--- src/hw/rtl/mkh_pkg.sv ---
package mkh_pkg;

	localparam logic [31:0] SEED_INIT   = 32'd5381;
	localparam logic [31:0] MIX_MUL     = 32'h5bd1e995;
	localparam int unsigned MIX_SHIFT   = 24;
	localparam int unsigned FIN_SHIFT_A = 13;
	localparam int unsigned FIN_SHIFT_B = 15;

	localparam logic [15:0] BUCKET_RESET = 16'd1024;
	localparam int unsigned MOD_STEPS    = 32;
	localparam int unsigned CNT_W        = $clog2(MOD_STEPS);

	typedef logic [3:0] step_t;

	// Program addresses
	localparam step_t ST_ACCEPT = 4'd0;
	localparam step_t ST_TAIL   = 4'd1;
	localparam step_t ST_MIX1   = 4'd2;
	localparam step_t ST_MIX2   = 4'd3;
	localparam step_t ST_MIX3   = 4'd4;
	localparam step_t ST_FIN1   = 4'd5;
	localparam step_t ST_FIN2   = 4'd6;
	localparam step_t ST_MOD    = 4'd7;
	localparam step_t ST_EMIT   = 4'd8;

	typedef enum logic [3:0] {
		OP_ACCEPT,
		OP_TAIL,
		OP_MIX1,
		OP_MIX2,
		OP_MIX3,
		OP_FIN1,
		OP_FIN2,
		OP_MOD,
		OP_EMIT
	} op_t;

	typedef enum logic [2:0] {
		CND_NEXT,      // fall through
		CND_JUMP,      // unconditional jump to target
		CND_DISPATCH,  // wait for input, then branch on word class
		CND_MORE,      // jump to target when the key continues
		CND_LOOP,      // jump to target until the remainder count wraps
		CND_WAIT_OUT   // hold until the output register is free, then jump
	} cond_t;

	typedef struct packed {
		op_t   op;
		cond_t cond;
		step_t target;
	} uword_t;

	function automatic uword_t ucode_rom(input step_t addr);
		uword_t w;
		case (addr)
			ST_ACCEPT: w = '{op: OP_ACCEPT, cond: CND_DISPATCH, target: ST_ACCEPT};
			ST_TAIL:   w = '{op: OP_TAIL,   cond: CND_JUMP,     target: ST_FIN1};
			ST_MIX1:   w = '{op: OP_MIX1,   cond: CND_NEXT,     target: ST_MIX2};
			ST_MIX2:   w = '{op: OP_MIX2,   cond: CND_NEXT,     target: ST_MIX3};
			ST_MIX3:   w = '{op: OP_MIX3,   cond: CND_MORE,     target: ST_ACCEPT};
			ST_FIN1:   w = '{op: OP_FIN1,   cond: CND_NEXT,     target: ST_FIN2};
			ST_FIN2:   w = '{op: OP_FIN2,   cond: CND_NEXT,     target: ST_MOD};
			ST_MOD:    w = '{op: OP_MOD,    cond: CND_LOOP,     target: ST_MOD};
			ST_EMIT:   w = '{op: OP_EMIT,   cond: CND_WAIT_OUT, target: ST_ACCEPT};
			default:   w = '{op: OP_ACCEPT, cond: CND_JUMP,     target: ST_ACCEPT};
		endcase
		return w;
	endfunction

endpackage

--- src/hw/rtl/murmur2_key_hash.sv ---
// MurmurHash2 (seed 5381) key hasher with bucket index, driven by a microcoded sequencer.
// Sequencing: a non-last word takes accept plus three passes through the shared
// 32x32 multiplier; a last item takes the mix with a full word, the tail step with tail
// bytes or neither when empty, then the avalanche, bit-serial remainder and emit.
// out_valid is registered at emit; a held result stalls emit, and input stalls until accept.
// Reset (arst_n low, asynchronous): accept step, no result pending, new key next, 1024 buckets.
module murmur2_key_hash
	import mkh_pkg::*;
(
	input  logic        clk,
	input  logic        arst_n,

	input  logic        cfg_wr_en,
	input  logic [15:0] cfg_wr_data,

	input  logic        in_valid,
	output logic        in_stall,
	input  logic [31:0] key_word,
	input  logic [2:0]  valid_bytes,
	input  logic [31:0] total_length,
	input  logic        last_word,

	output logic        out_valid,
	input  logic        out_stall,
	output logic [31:0] hash_value,
	output logic [15:0] bucket_index
);

	step_t              step_q;
	step_t              step_d;
	uword_t             uw;
	logic               at_start_q;
	logic               last_q;
	logic [31:0]        h_q;
	logic [31:0]        k_q;
	logic [15:0]        rem_q;
	logic [CNT_W-1:0]   cnt_q;
	logic [15:0]        bucket_count_q;
	logic               out_valid_q;
	logic [31:0]        hash_q;
	logic [15:0]        index_q;

	logic               in_take;
	logic               out_free;
	logic               full_word;
	logic               has_tail;
	logic [31:0]        key_masked;
	logic [31:0]        mul_a;
	logic [31:0]        product;
	logic [16:0]        trial;
	logic [16:0]        trial_sub;

	assign uw       = ucode_rom(step_q);
	assign in_stall = (uw.op != OP_ACCEPT);
	assign in_take  = in_valid && !in_stall;
	assign out_free = !out_valid_q || !out_stall;

	assign out_valid    = out_valid_q;
	assign hash_value   = hash_q;
	assign bucket_index = index_q;

	assign full_word = !last_word || (valid_bytes >= 3'd4);
	assign has_tail  = last_word && (valid_bytes != 3'd0) && (valid_bytes < 3'd4);

	always_comb begin
		case (valid_bytes)
			3'd1:    key_masked = {24'd0, key_word[7:0]};
			3'd2:    key_masked = {16'd0, key_word[15:0]};
			3'd3:    key_masked = {8'd0, key_word[23:0]};
			default: key_masked = key_word;
		endcase
	end

	// Operand select for the shared multiplier
	always_comb begin
		case (uw.op)
			OP_MIX1: mul_a = k_q;
			OP_MIX2: mul_a = k_q ^ (k_q >> MIX_SHIFT);
			OP_MIX3: mul_a = h_q;
			OP_TAIL: mul_a = h_q ^ k_q;
			OP_FIN1: mul_a = h_q ^ (h_q >> FIN_SHIFT_A);
			default: mul_a = h_q;
		endcase
	end

	assign product = mul_a * MIX_MUL;

	assign trial     = {rem_q, k_q[31]};
	assign trial_sub = trial - {1'b0, bucket_count_q};

	// Sequencer next step
	always_comb begin
		step_d = step_q + 4'd1;
		case (uw.cond)
			CND_NEXT:     step_d = step_q + 4'd1;
			CND_JUMP:     step_d = uw.target;
			CND_DISPATCH: begin
				if (!in_valid)
					step_d = step_q;
				else if (full_word)
					step_d = ST_MIX1;
				else if (has_tail)
					step_d = ST_TAIL;
				else
					step_d = ST_FIN1;
			end
			CND_MORE:     step_d = last_q ? step_q + 4'd1 : uw.target;
			CND_LOOP:     step_d = (cnt_q != CNT_W'(MOD_STEPS - 1)) ? uw.target : step_q + 4'd1;
			CND_WAIT_OUT: step_d = out_free ? uw.target : step_q;
			default:      step_d = ST_ACCEPT;
		endcase
	end

	always_ff @(posedge clk or negedge arst_n) begin
		if (!arst_n) begin
			step_q         <= ST_ACCEPT;
			at_start_q     <= 1'b1;
			out_valid_q    <= 1'b0;
			bucket_count_q <= BUCKET_RESET;
		end else begin
			step_q <= step_d;
			if (cfg_wr_en)
				bucket_count_q <= cfg_wr_data;
			if (in_take)
				at_start_q <= 1'b0;
			if (uw.op == OP_EMIT && out_free) begin
				at_start_q  <= 1'b1;
				out_valid_q <= 1'b1;
			end else if (out_valid_q && !out_stall) begin
				out_valid_q <= 1'b0;
			end
		end
	end

	// Datapath
	always_ff @(posedge clk) begin
		case (uw.op)
			OP_ACCEPT: begin
				if (in_valid) begin
					last_q <= last_word;
					k_q    <= full_word ? key_word : key_masked;
					if (at_start_q)
						h_q <= SEED_INIT ^ total_length;
				end
			end
			OP_TAIL: h_q <= product;
			OP_MIX1: k_q <= product;
			OP_MIX2: k_q <= product;
			OP_MIX3: h_q <= product ^ k_q;
			OP_FIN1: h_q <= product;
			OP_FIN2: begin
				h_q   <= h_q ^ (h_q >> FIN_SHIFT_B);
				k_q   <= h_q ^ (h_q >> FIN_SHIFT_B);
				rem_q <= '0;
				cnt_q <= '0;
			end
			OP_MOD: begin
				// restoring remainder, one dividend bit per cycle, msb first
				rem_q <= trial_sub[16] ? trial[15:0] : trial_sub[15:0];
				k_q   <= {k_q[30:0], 1'b0};
				cnt_q <= cnt_q + CNT_W'(1);
			end
			OP_EMIT: begin
				if (out_free) begin
					hash_q  <= h_q;
					index_q <= (bucket_count_q == 16'd0) ? 16'd0 : rem_q;
				end
			end
			default: ;
		endcase
	end

endmodule
--- config.mk ---
export PLATFORM = sky130hd
export DESIGN_NAME = murmur2_key_hash
export DESIGN_NICKNAME = d
export VERILOG_FILES = /design/src/hw/rtl/mkh_pkg.sv /design/src/hw/rtl/murmur2_key_hash.sv
export SDC_FILE = /design/constraint.sdc
export NUM_CORES = 1
export LEC_CHECK = 0
export ABC_AREA = 1
export BUFFER_PORTS_ARGS = -buffer_cell sky130_fd_sc_hd__buf_2
export CAP_MARGIN = 10
export CORE_ASPECT_RATIO = 1.4
export CORE_MARGIN = 2
export CORE_UTILIZATION = 47
export CTS_CLUSTER_DIAMETER = 60
export DETAILED_ROUTE_END_ITERATION = 8
export HOLD_SLACK_MARGIN = 0.1
export SLEW_MARGIN = 20
export SYNTH_ARGS = -nofsm -noshare
export SYNTH_HDL_FRONTEND = slang
export SYNTH_SLANG_ARGS = --single-unit
--- constraint.sdc ---
create_clock -name clk -period 9.4 [get_ports clk]
set_clock_uncertainty 0.2 [all_clocks]
set_input_delay 1.88 -clock clk [delete_from_list [all_inputs] [get_ports clk]]
set_output_delay 1.88 -clock clk [all_outputs]
set_load 0.005 [all_outputs]
### Yosys cells after proc, flatten, opt, wreduce, memory -nomap -nowiden

Memories as Yosys holds them, arrays and structs flattened.
Cells that the tools add are included.

| word-level totals | value |
|---|---|
| word-level logic and storage cells | 95 |
| memories kept | 1 |
| ROM bits | 160 |
| bits in registers | 156 |
| RAM bits | 0 |
| latch bits | 0 |
| output and inout port bits | 50 |
| input port bits | 89 |

| cells by class | value |
|---|---|
| multipliers | 1 |
| $lt $le $gt $ge | 2 |
| shift operators | 0 |
| bitwise operators | 6 |
| muxes and demuxes | 22 |
| add/subtract/negate cells | 3 |
| equality and inequality tests | 21 |
| divide/modulo/power cells | 0 |
| reduce and logical (&&, ||, !) cells | 28 |

Memory list:

| name | words | width | read ports | clocked after memory_dff | write ports | line | text |
|---|---|---|---|---|---|---|---|
| (name not given) | 16 | 10 | 1 | 0 | 0 | mkh_pkg.sv:55 | `case (addr)` |

Operators with widths:

| kind | number |
|---|---|
| 32-bit case mux with 4 select lines | 3 |
| 32-bit 2-to-1 mux | 4 |
| 32-bit case mux with 3 select lines | 1 |
| 32-bit bitwise XOR | 2 |
| 32-bit by 31-bit multiplier with 32-bit output (second input constant) | 1 |
| 16-bit case mux with 2 select lines | 1 |
| 32-bit by 17-bit bitwise XOR with 32-bit output | 1 |
| 32-bit by 19-bit bitwise XOR with 32-bit output | 1 |
| 32-bit by 8-bit bitwise XOR with 32-bit output | 1 |
| 4-bit case mux with 6 select lines | 1 |
| 17-bit by 16-bit subtractor with 17-bit output | 1 |
| 4-bit by 3-bit equality test with 1-bit output (second input constant) | 4 |
| 16-bit logical NOT | 1 |
| 16-bit 2-to-1 mux | 1 |
| 4-bit 2-to-1 mux | 4 |
| 3-bit by 2-bit equality test with 1-bit output (second input constant) | 4 |
| 4-bit nonzero test | 3 |
| 5-bit case mux with 2 select lines | 1 |
| 4-bit by 2-bit equality test with 1-bit output (second input constant) | 2 |
| 2-bit != test (second input constant) | 4 |
| 2-bit AND reduction | 4 |
| 3-bit by 1-bit equality test with 1-bit output (second input constant) | 2 |
| 3-bit equality test (second input constant) | 2 |
| 3-bit 2-to-1 mux | 2 |
| other kinds (18) | 32 |

### Logic depth before layout (Yosys ltp)

Gate-level depths: netlist (run 1).

| depth | value |
|---|---|
| word-level depth | 7 |
| gate-level depth with buffers | 40 |
| mapped depth without buffers | 40 |

### Worst setup path before layout (run 1)

No wires, ideal clock.

| path | value |
|---|---|
| kind | reg2reg |
| start | register step_q[1] |
| end | register h_q[26] (data pin) |
| buffers on the path | 2 |
| data arrival time | 7.692 ns |
| setup time | 0.278 ns |
| period minus slack after synthesis | 8.171 ns |
| required time | 8.922 ns |
| stages on the path, launching flop included | 30 |
| setup slack | 1.229 ns |
| cells stage by stage | dfrtp_1 > inv_2 > nand4_2 > inv_1 > clkbuf_1 > clkbuf_1 > a22oi_1 > o221ai_1 > fa_1 > ha_1 > inv_1 > fa_1 > fa_1 > fa_1 > inv_1 > fa_1 > fa_1 > inv_1 > fa_1 > inv_1 > ha_1 > nand2_1 > nor4_1 > nand3_1 > nand3_1 > nand3_1 > nand2_1 > xnor2_1 > xor2_1 > o221ai_1 |

| between the ends | value |
|---|---|
| cells in the longest elaborated chain, start to end | 6 |
| elaborated cells between the ends (all ways) | 13 |
| classes of those cells | mul (1); eq/ne (6); mux (2); bitwise (1); reduce/logical (2); memory (1) |

Ends and longest elaborated chain:

| item | line | text |
|---|---|---|
| from (decl) | murmur2_key_hash.sv:29 | `step_t step_q;` |
| from (signal assigned) | murmur2_key_hash.sv:121 | `step_q <= step_d;` |
| memory read 16 x 10 bit * | - |  |
| 4-bit by 3-bit equality test with 1-bit output, or another cell as far along | murmur2_key_hash.sv:76, murmur2_key_hash.sv:137 |  |
| 32-bit case mux with 4 select lines | murmur2_key_hash.sv:76 | `case (uw.op)` |
| 32-bit by 31-bit multiplier with 32-bit output | murmur2_key_hash.sv:86 | `assign product = mul_a * MIX_MUL;` |
| 32-bit bitwise XOR | murmur2_key_hash.sv:149 | `OP_MIX3: h_q <= product ^ k_q;` |
| 32-bit case mux with 4 select lines * | murmur2_key_hash.sv:137 | `case (uw.op)` |
| to (signal assigned) | murmur2_key_hash.sv:149 |  |
| to (signal assigned) | murmur2_key_hash.sv:150 | `OP_FIN1: h_q <= product;` |
| to (signal assigned) | murmur2_key_hash.sv:152 | `h_q <= h_q ^ (h_q >> FIN_SHIFT_B);` |
| to (decl) | murmur2_key_hash.sv:34 | `logic [31:0] h_q;` |

Mark *: on every way between the ends. The rest lies on a longest branch, timed or not.
A chain may end at the register's enable or synchronous reset.

### Worst setup path in the final report (run 1)

| path | value |
|---|---|
| start | register step_q[3] |
| end | register h_q[22] (data pin) |

Same word-level chain as after synthesis.

==> results of run 1 <==
==> cells in the final DEF (no fill, tap or decap), types with 4 or more instances in the layout <==
| master | count |
|---|---|
| inv_1 | 527 |
| a21oi_1 | 131 |
| a221oi_1 | 7 |
| o21ai_1 | 4 |
| nand3b_1 | 10 |
| clkbuf_16 | 18 |
| o2111ai_1 | 22 |
| inv_2 | 7 |
| ha_1 | 237 |
| nand2_1 | 322 |
| nor2_2 | 4 |
| or2_2 | 9 |
| nand3_1 | 66 |
| o221ai_1 | 7 |
| a31oi_1 | 8 |
| nor3_1 | 13 |
| o21ai_0 | 115 |
| dfrtp_1 | 20 |
| a22oi_1 | 6 |
| edfxtp_1 | 134 |
| xnor2_1 | 31 |
| xor2_1 | 32 |
| fa_1 | 179 |
| o211ai_1 | 24 |
| a32oi_1 | 11 |
| o311ai_0 | 4 |
| buf_2 | 138 |
| clkinv_4 | 5 |
| nand4_1 | 10 |
| buf_4 | 43 |
| nor2_1 | 97 |
| o21a_1 | 4 |
| o22ai_1 | 23 |
==> state kept, by name, summed over array words and instances, names as in the netlist <==
register        cells
k_q                32
hash_value         32
rem_q              16
bucket_count_q     16
last_q              1
out_valid           1
at_start_q          1
cnt_q               5
h_q                32
bucket_index       16
step_q              4
==> stage by stage <==
step | cells | hold slack (ps) | cell area (um^2)
2_1_floorplan | 2155 | 224.4 | 18570
3_3_place_gp | 2821 | 289.9 | 20090
3_5_place_dp | 2821 | 290.8 | 20090
4_1_cts | 2853 | 304.5 | 20670
5_1_grt | 2853 | 330.4 | 20690
6_report | 2855 | 302.9 | 20690
==> layer usage <==
metal	track usage (%)	vias up	wire, um
li1	-	7313	-
met4	22.54	6	5086
met5	0	-	46
met1	34.92	7661	23290
met2	60.06	621	34780
met3	3.833	185	3084
==> final timing paths <==
check,end,slack [ps],depth (start not counted)
max,h_q[22]$_DFFE_PP_,740,29
min,out_valid$_DFFE_PN0P_,300,2
max reg2reg,h_q[22]$_DFFE_PP_,740,29
min reg2reg,out_valid$_DFFE_PN0P_,300,2
max in group asynchronous,bucket_count_q[1]$_DFFE_PN0P_,7370,1
min in group asynchronous,step_q[3]$_DFFE_PN0P_,1220,1
==> worst max-delay path: cells and delay by family (launching register included) <==
family                     cells  cell delay, ps
xor gates and xnor gates       1             340
DFF                            1             500
buffers and inverters          8            1050
AOI/OAI and AO/OA              5             990
and+or+nand+nor                6            1470
adders and majority gates      9            3790
==> layout make-up <==
type,count,area [um^2],share of cell area (%)
Antenna cell,2,5.005,0.02419
Tap cell,528,660.6,3.193
Clock inverter,13,125.1,0.6047
Inverter,537,2018,9.754
Timing Repair Buffer,181,1013,4.898
Sequential cell,156,4577,22.12
Clock buffer,19,454.2,2.195
Multi-Input combinational cell,1419,11840,57.21
==> cells by family after synthesis <==
kind of cell / share of synthesized area (%)
adder cells (fa/ha/maj): 35.26
AO/OA/AOI/OAI: 12.45
AND/OR/NAND/NOR: 12.65
XOR/XNOR: 3.092
buffers and inverters: 11.90
flip-flops: 24.64
==> results.json, run 1 <==
{
  "critPathKind": "reg -> reg",
  "synth-warning-count": 0,
  "num_rows": 86,
  "io-pin-count": 139,
  "fillers": 3842,
  "clk_latency_ps": 450,
  "synth_nets": 2660,
  "min_from": "out_valid$_DFFE_PN0P_",
  "start_util_pct": 47.42,
  "cts_hold_buffers": 0,
  "ant_nets": 0,
  "drive_gt1_share_pct": 10.71,
  "die_y_um": 239.2,
  "grt-ovfl-total": 0,
  "cts.clk_slew.worst_paths_ps": 70,
  "yosysMostFrequentCell": "inv_1",
  "dieArea_um2": 41140,
  "vias_per_cell": 5.529,
  "syn_avg_cell_area_um2": 8.618,
  "drtIter0Drc": 1106,
  "ctsResizeCount": 0,
  "grt_pass1_vias": 16335,
  "areaGrowthSynthToFinish_pct": 11.41,
  "min_period_ps": 8658,
  "grt_antenna_before_repair": 4,
  "clock-sinks": 156,
  "max_stage_delay_ps": 500,
  "required_ps": 9360,
  "grt_pass1_wl_um": 97230,
  "max_cap_viol_count": 0,
  "netlist_area_um2": 18570,
  "drt_drc_violations_left": 0,
  "synth_ff_type": "edfxtp_1",
  "endpoint_kind": "flip-flop",
  "setup_tns_ps": 0,
  "relSlewSlack_pct": 31.26,
  "ys_top_cells_by_area": "edfxtp_1 22%, fa_1 19%, ha_1 16%",
  "cts_inserted_buffers": 17,
  "postSynthCellCount": 2155,
  "slowest_stage": "dfrtp_1",
  "critPathMaxFanout": 16,
  "clock.fmax_mhz": 115.5,
  "netlist-cell-type-count": 59,
  "routabilityCongestion": 0.9897,
  "setup_viol": 0,
  "h-tree-depth": 4,
  "tritoncts": "yes",
  "synth_common_cells": "528 x inv_1, 322 x nand2_1, 237 x ha_1",
  "port_buffers": 138,
  "grt_max_degree": 43,
  "finalHoldViolCount": 0,
  "cts_max_path_buffers": 2,
  "drv_slew": 0,
  "worstHoldPathType": "reg -> reg",
  "utilization_pct": 52.83,
  "r2r-start": "step_q[3]$_DFFE_PN0P_",
  "tightest_slew_ps": 1020,
  "grt_use_total_pct": 32.86,
  "die_w_um": 172,
  "clockRootBuffer": "clkbuf_16",
  "yosys.area.top_type": "edfxtp_1",
  "dr.pass1.iters": 7,
  "yosysTopAreaCellShare_pct": 21.67,
  "core-area_um2": 39170,
  "nets": 2817,
  "cp-start-kind": "flip-flop",
  "wl_per_cell_um": 23.22,
  "worstSetupStartpoint": "step_q[3]$_DFFE_PN0P_",
  "crit_arrival_ps": 8620,
  "rsz0062_at_grt": "no",
  "post_cts.repair.setup_buffers": 0,
  "dp_slack_ps": 833.2,
  "ys_seq_elements": 156,
  "synth_edf_count": 134,
  "min_period_over_period_pct": 92.11,
  "async_reset_ff_share_pct": 14.10,
  "ys_seq_area_share_pct": 24.64,
  "setup_slack_ps": 741.9,
  "via_count": 15786,
  "status": "complete, no violations",
  "drt_wl_total_um": 66280,
  "hpwl_um": 55150
}
Power of run 1 is not shown: default switching activity piles up to over one toggle a cycle in this logic, so the estimate is an artifact.
==> inputs of run 2 (changes only) <==
--- a/config.mk
+++ b/config.mk
@@ -5,7 +5,7 @@
 export SDC_FILE = /design/constraint.sdc
 export NUM_CORES = 1
 export LEC_CHECK = 0
-export ABC_AREA = 1
+export ABC_AREA = 0
 export BUFFER_PORTS_ARGS = -buffer_cell sky130_fd_sc_hd__buf_2
 export CAP_MARGIN = 10
 export CORE_ASPECT_RATIO = 1.4
==> run 2 against run 1 <==
Effect of this change: first-iteration DRC count rose by 14%; fmax fell by 3.2%; cell count fell by 13%; synthesized cell count fell by 14%; sequential share of layout area rose by 0.42 points; non-clock buffer count rose by 20; global-route usage fell by 3.2 points; wire length fell by 12%; flip-flop and latch count did not move; critical path type unchanged.
==> results.json, run 2 <==
{
  "status": "complete, no violations",
  "dr.pass1.iters": 7,
  "drt_drc_violations_left": 0,
  "cts_max_path_buffers": 2,
  "dieArea_um2": 40170,
  "synth_edf_count": 134,
  "grt_use_total_pct": 29.67,
  "ys_seq_area_share_pct": 25.25,
  "start_util_pct": 47.34,
  "grt_antenna_before_repair": 1,
  "port_buffers": 138,
  "min_period_ps": 8948,
  "synth_compound_area_share_pct": 14.17,
  "synthMuxAreaShare_pct": 1.063,
  "required_ps": 9410,
  "yosysTopAreaCellShare_pct": 22.20,
  "drtIter0Drc": 1265,
  "ys_top_cells_by_area": "edfxtp_1 22%, fa_1 20%, ha_1 16%",
  "via_count": 14299,
  "r2r_setup_slack_ps": 450,
  "finalHoldViolCount": 0,
  "dp_slack_ps": 469.1,
  "min_from": "at_start_q$_DFFE_PN1P_",
  "clockRootBuffer": "clkbuf_16",
  "postSynthCellCount": 1844,
  "synth-simple-area-share_pct": 8.443,
  "synth_fa_ha_area_share_pct": 36.13,
  "ys_seq_elements": 156,
  "setup_slack_ps": 452.1,
  "cts_inserted_buffers": 17,
  "rsz0062_at_grt": "no",
  "yosys.area.top_type": "edfxtp_1",
  "grt-ovfl-total": 0,
  "areaGrowthSynthToFinish_pct": 12.04,
  "grt_pass1_wl_um": 88320,
  "routabilityCongestion": 0.9848,
  "synth_xor_area_share_pct": 5.516,
  "tritoncts": "yes",
  "slowest_stage": "a31oi_1",
  "netlist-cell-type-count": 78,
  "hpwl_um": 48020,
  "wl_per_cell_um": 23.41,
  "syn_avg_cell_area_um2": 9.828,
  "endpoint_kind": "flip-flop",
  "cts.clk_slew.worst_paths_ps": 80,
  "clk_latency_ps": 450,
  "synth-warning-count": 0,
  "nets": 2503,
  "worstSetupStartpoint": "step_q[0]$_DFFE_PN0P_",
  "setup_viol": 0,
  "cts_hold_buffers": 0,
  "clock-sinks": 156,
  "setup_tns_ps": 0,
  "drive_gt1_share_pct": 13.23,
  "yosysMostFrequentCell": "inv_1",
  "async_reset_ff_share_pct": 14.10,
  "crit_arrival_ps": 8960,
  "die_y_um": 236.3,
  "tightest_slew_ps": 1123,
  "critPathMaxFanout": 13,
  "synth_top_family_by_area": "adder cells",
  "vias_per_cell": 5.743,
  "max_stage_delay_ps": 570,
  "clock.fmax_mhz": 111.8,
  "netlist_area_um2": 18120,
  "r2r-start": "step_q[0]$_DFFE_PN0P_",
  "final_cell_mix": "383 x inv_1, 237 x ha_1, 179 x fa_1, 138 x buf_2, 136 x nand2_1",
  "worstHoldPathType": "reg -> reg",
  "grt_pass1_vias": 15054,
  "relSlewSlack_pct": 24.81,
  "min_period_over_period_pct": 95.19,
  "core-area_um2": 38290,
  "fin_hold_ws_ps": 311.2,
  "drt_wl_total_um": 58290,
  "synth_nets": 2349,
  "cp-start-kind": "flip-flop",
  "utilization_pct": 53.04,
  "critPathKind": "reg -> reg",
  "max_cap_viol_count": 0,
  "grt_max_degree": 37,
  "ant_nets": 0,
  "h-tree-depth": 4,
  "final_common_cell": "inv_1",
  "drv_slew": 0,
  "num_rows": 85,
  "synth_common_cells": "383 x inv_1, 237 x ha_1, 179 x fa_1",
  "die_w_um": 170.0,
  "io-pin-count": 139,
  "synth_ff_type": "edfxtp_1"
}
[run 2: timing repair]
action | CTS | global route
gates resized for setup | 0 | 3
hold endpoints to repair | 0 | 0
setup buffers | 0 | 0
endpoints found under the setup margin | 0 | 2
[run 2: cell type report]
type | instances | area [um^2]
inverter | 384 | 1441
multi-input combinational | 1238 | 11890
clock buffer | 17 | 425.4
timing repair buffer | 201 | 1164
clock inverter | 15 | 209.0
sequential | 156 | 4577
fill | 3447 | 17980
tap | 478 | 598.1
antenna | 1 | 2.502
[run 2: path summary, 6_finish.rpt]
path,endpoint,cells after the start
setup reg to reg,h_q[30]$_DFFE_PP_,33
min in group asynchronous,bucket_count_q[15]$_DFFE_PN0P_,1
hold reg to reg,at_start_q$_DFFE_PN1P_,1
setup / recovery,h_q[30]$_DFFE_PP_,33
hold / removal,at_start_q$_DFFE_PN1P_,1
max in group asynchronous,at_start_q$_DFFE_PN1P_,1
[run 2: critical path: cells and delay by family (launching register included)]
family          cells  cell delay, ps
fa+ha+maj           9            3500
compound gates     11            2710
xor+xnor            2             470
buf+inv             6             720
simple gates        5             740
flops               1             380
[run 2: cell families (layout without fill, tap and decap cells)]
group | after synthesis | count (layout)
compound gates | 356 | 356
xor+xnor | 111 | 111
fa+ha+maj | 416 | 416
buf+inv | 450 | 617
flops | 156 | 156
mux | 19 | 19
other cells | 0 | 1
simple gates | 336 | 336
[run 2: metal layers]
layer	vias up	global-route usage (%)	wire [um]
met5	-	0	0
met4	0	18.08	4058
met3	156	3.423	2545
met2	545	53.67	30080
met1	7034	33.06	21610
li1	6564	-	-
[run 2: through the flow]
stage	instances	area (um^2)
3_5_place_dp	2457	19650
6_report	2490	20310
2_1_floorplan	1844	18120
3_3_place_gp	2457	19650
4_1_cts	2489	20280
5_1_grt	2489	20300
Power of run 2 is left out for the same reason.
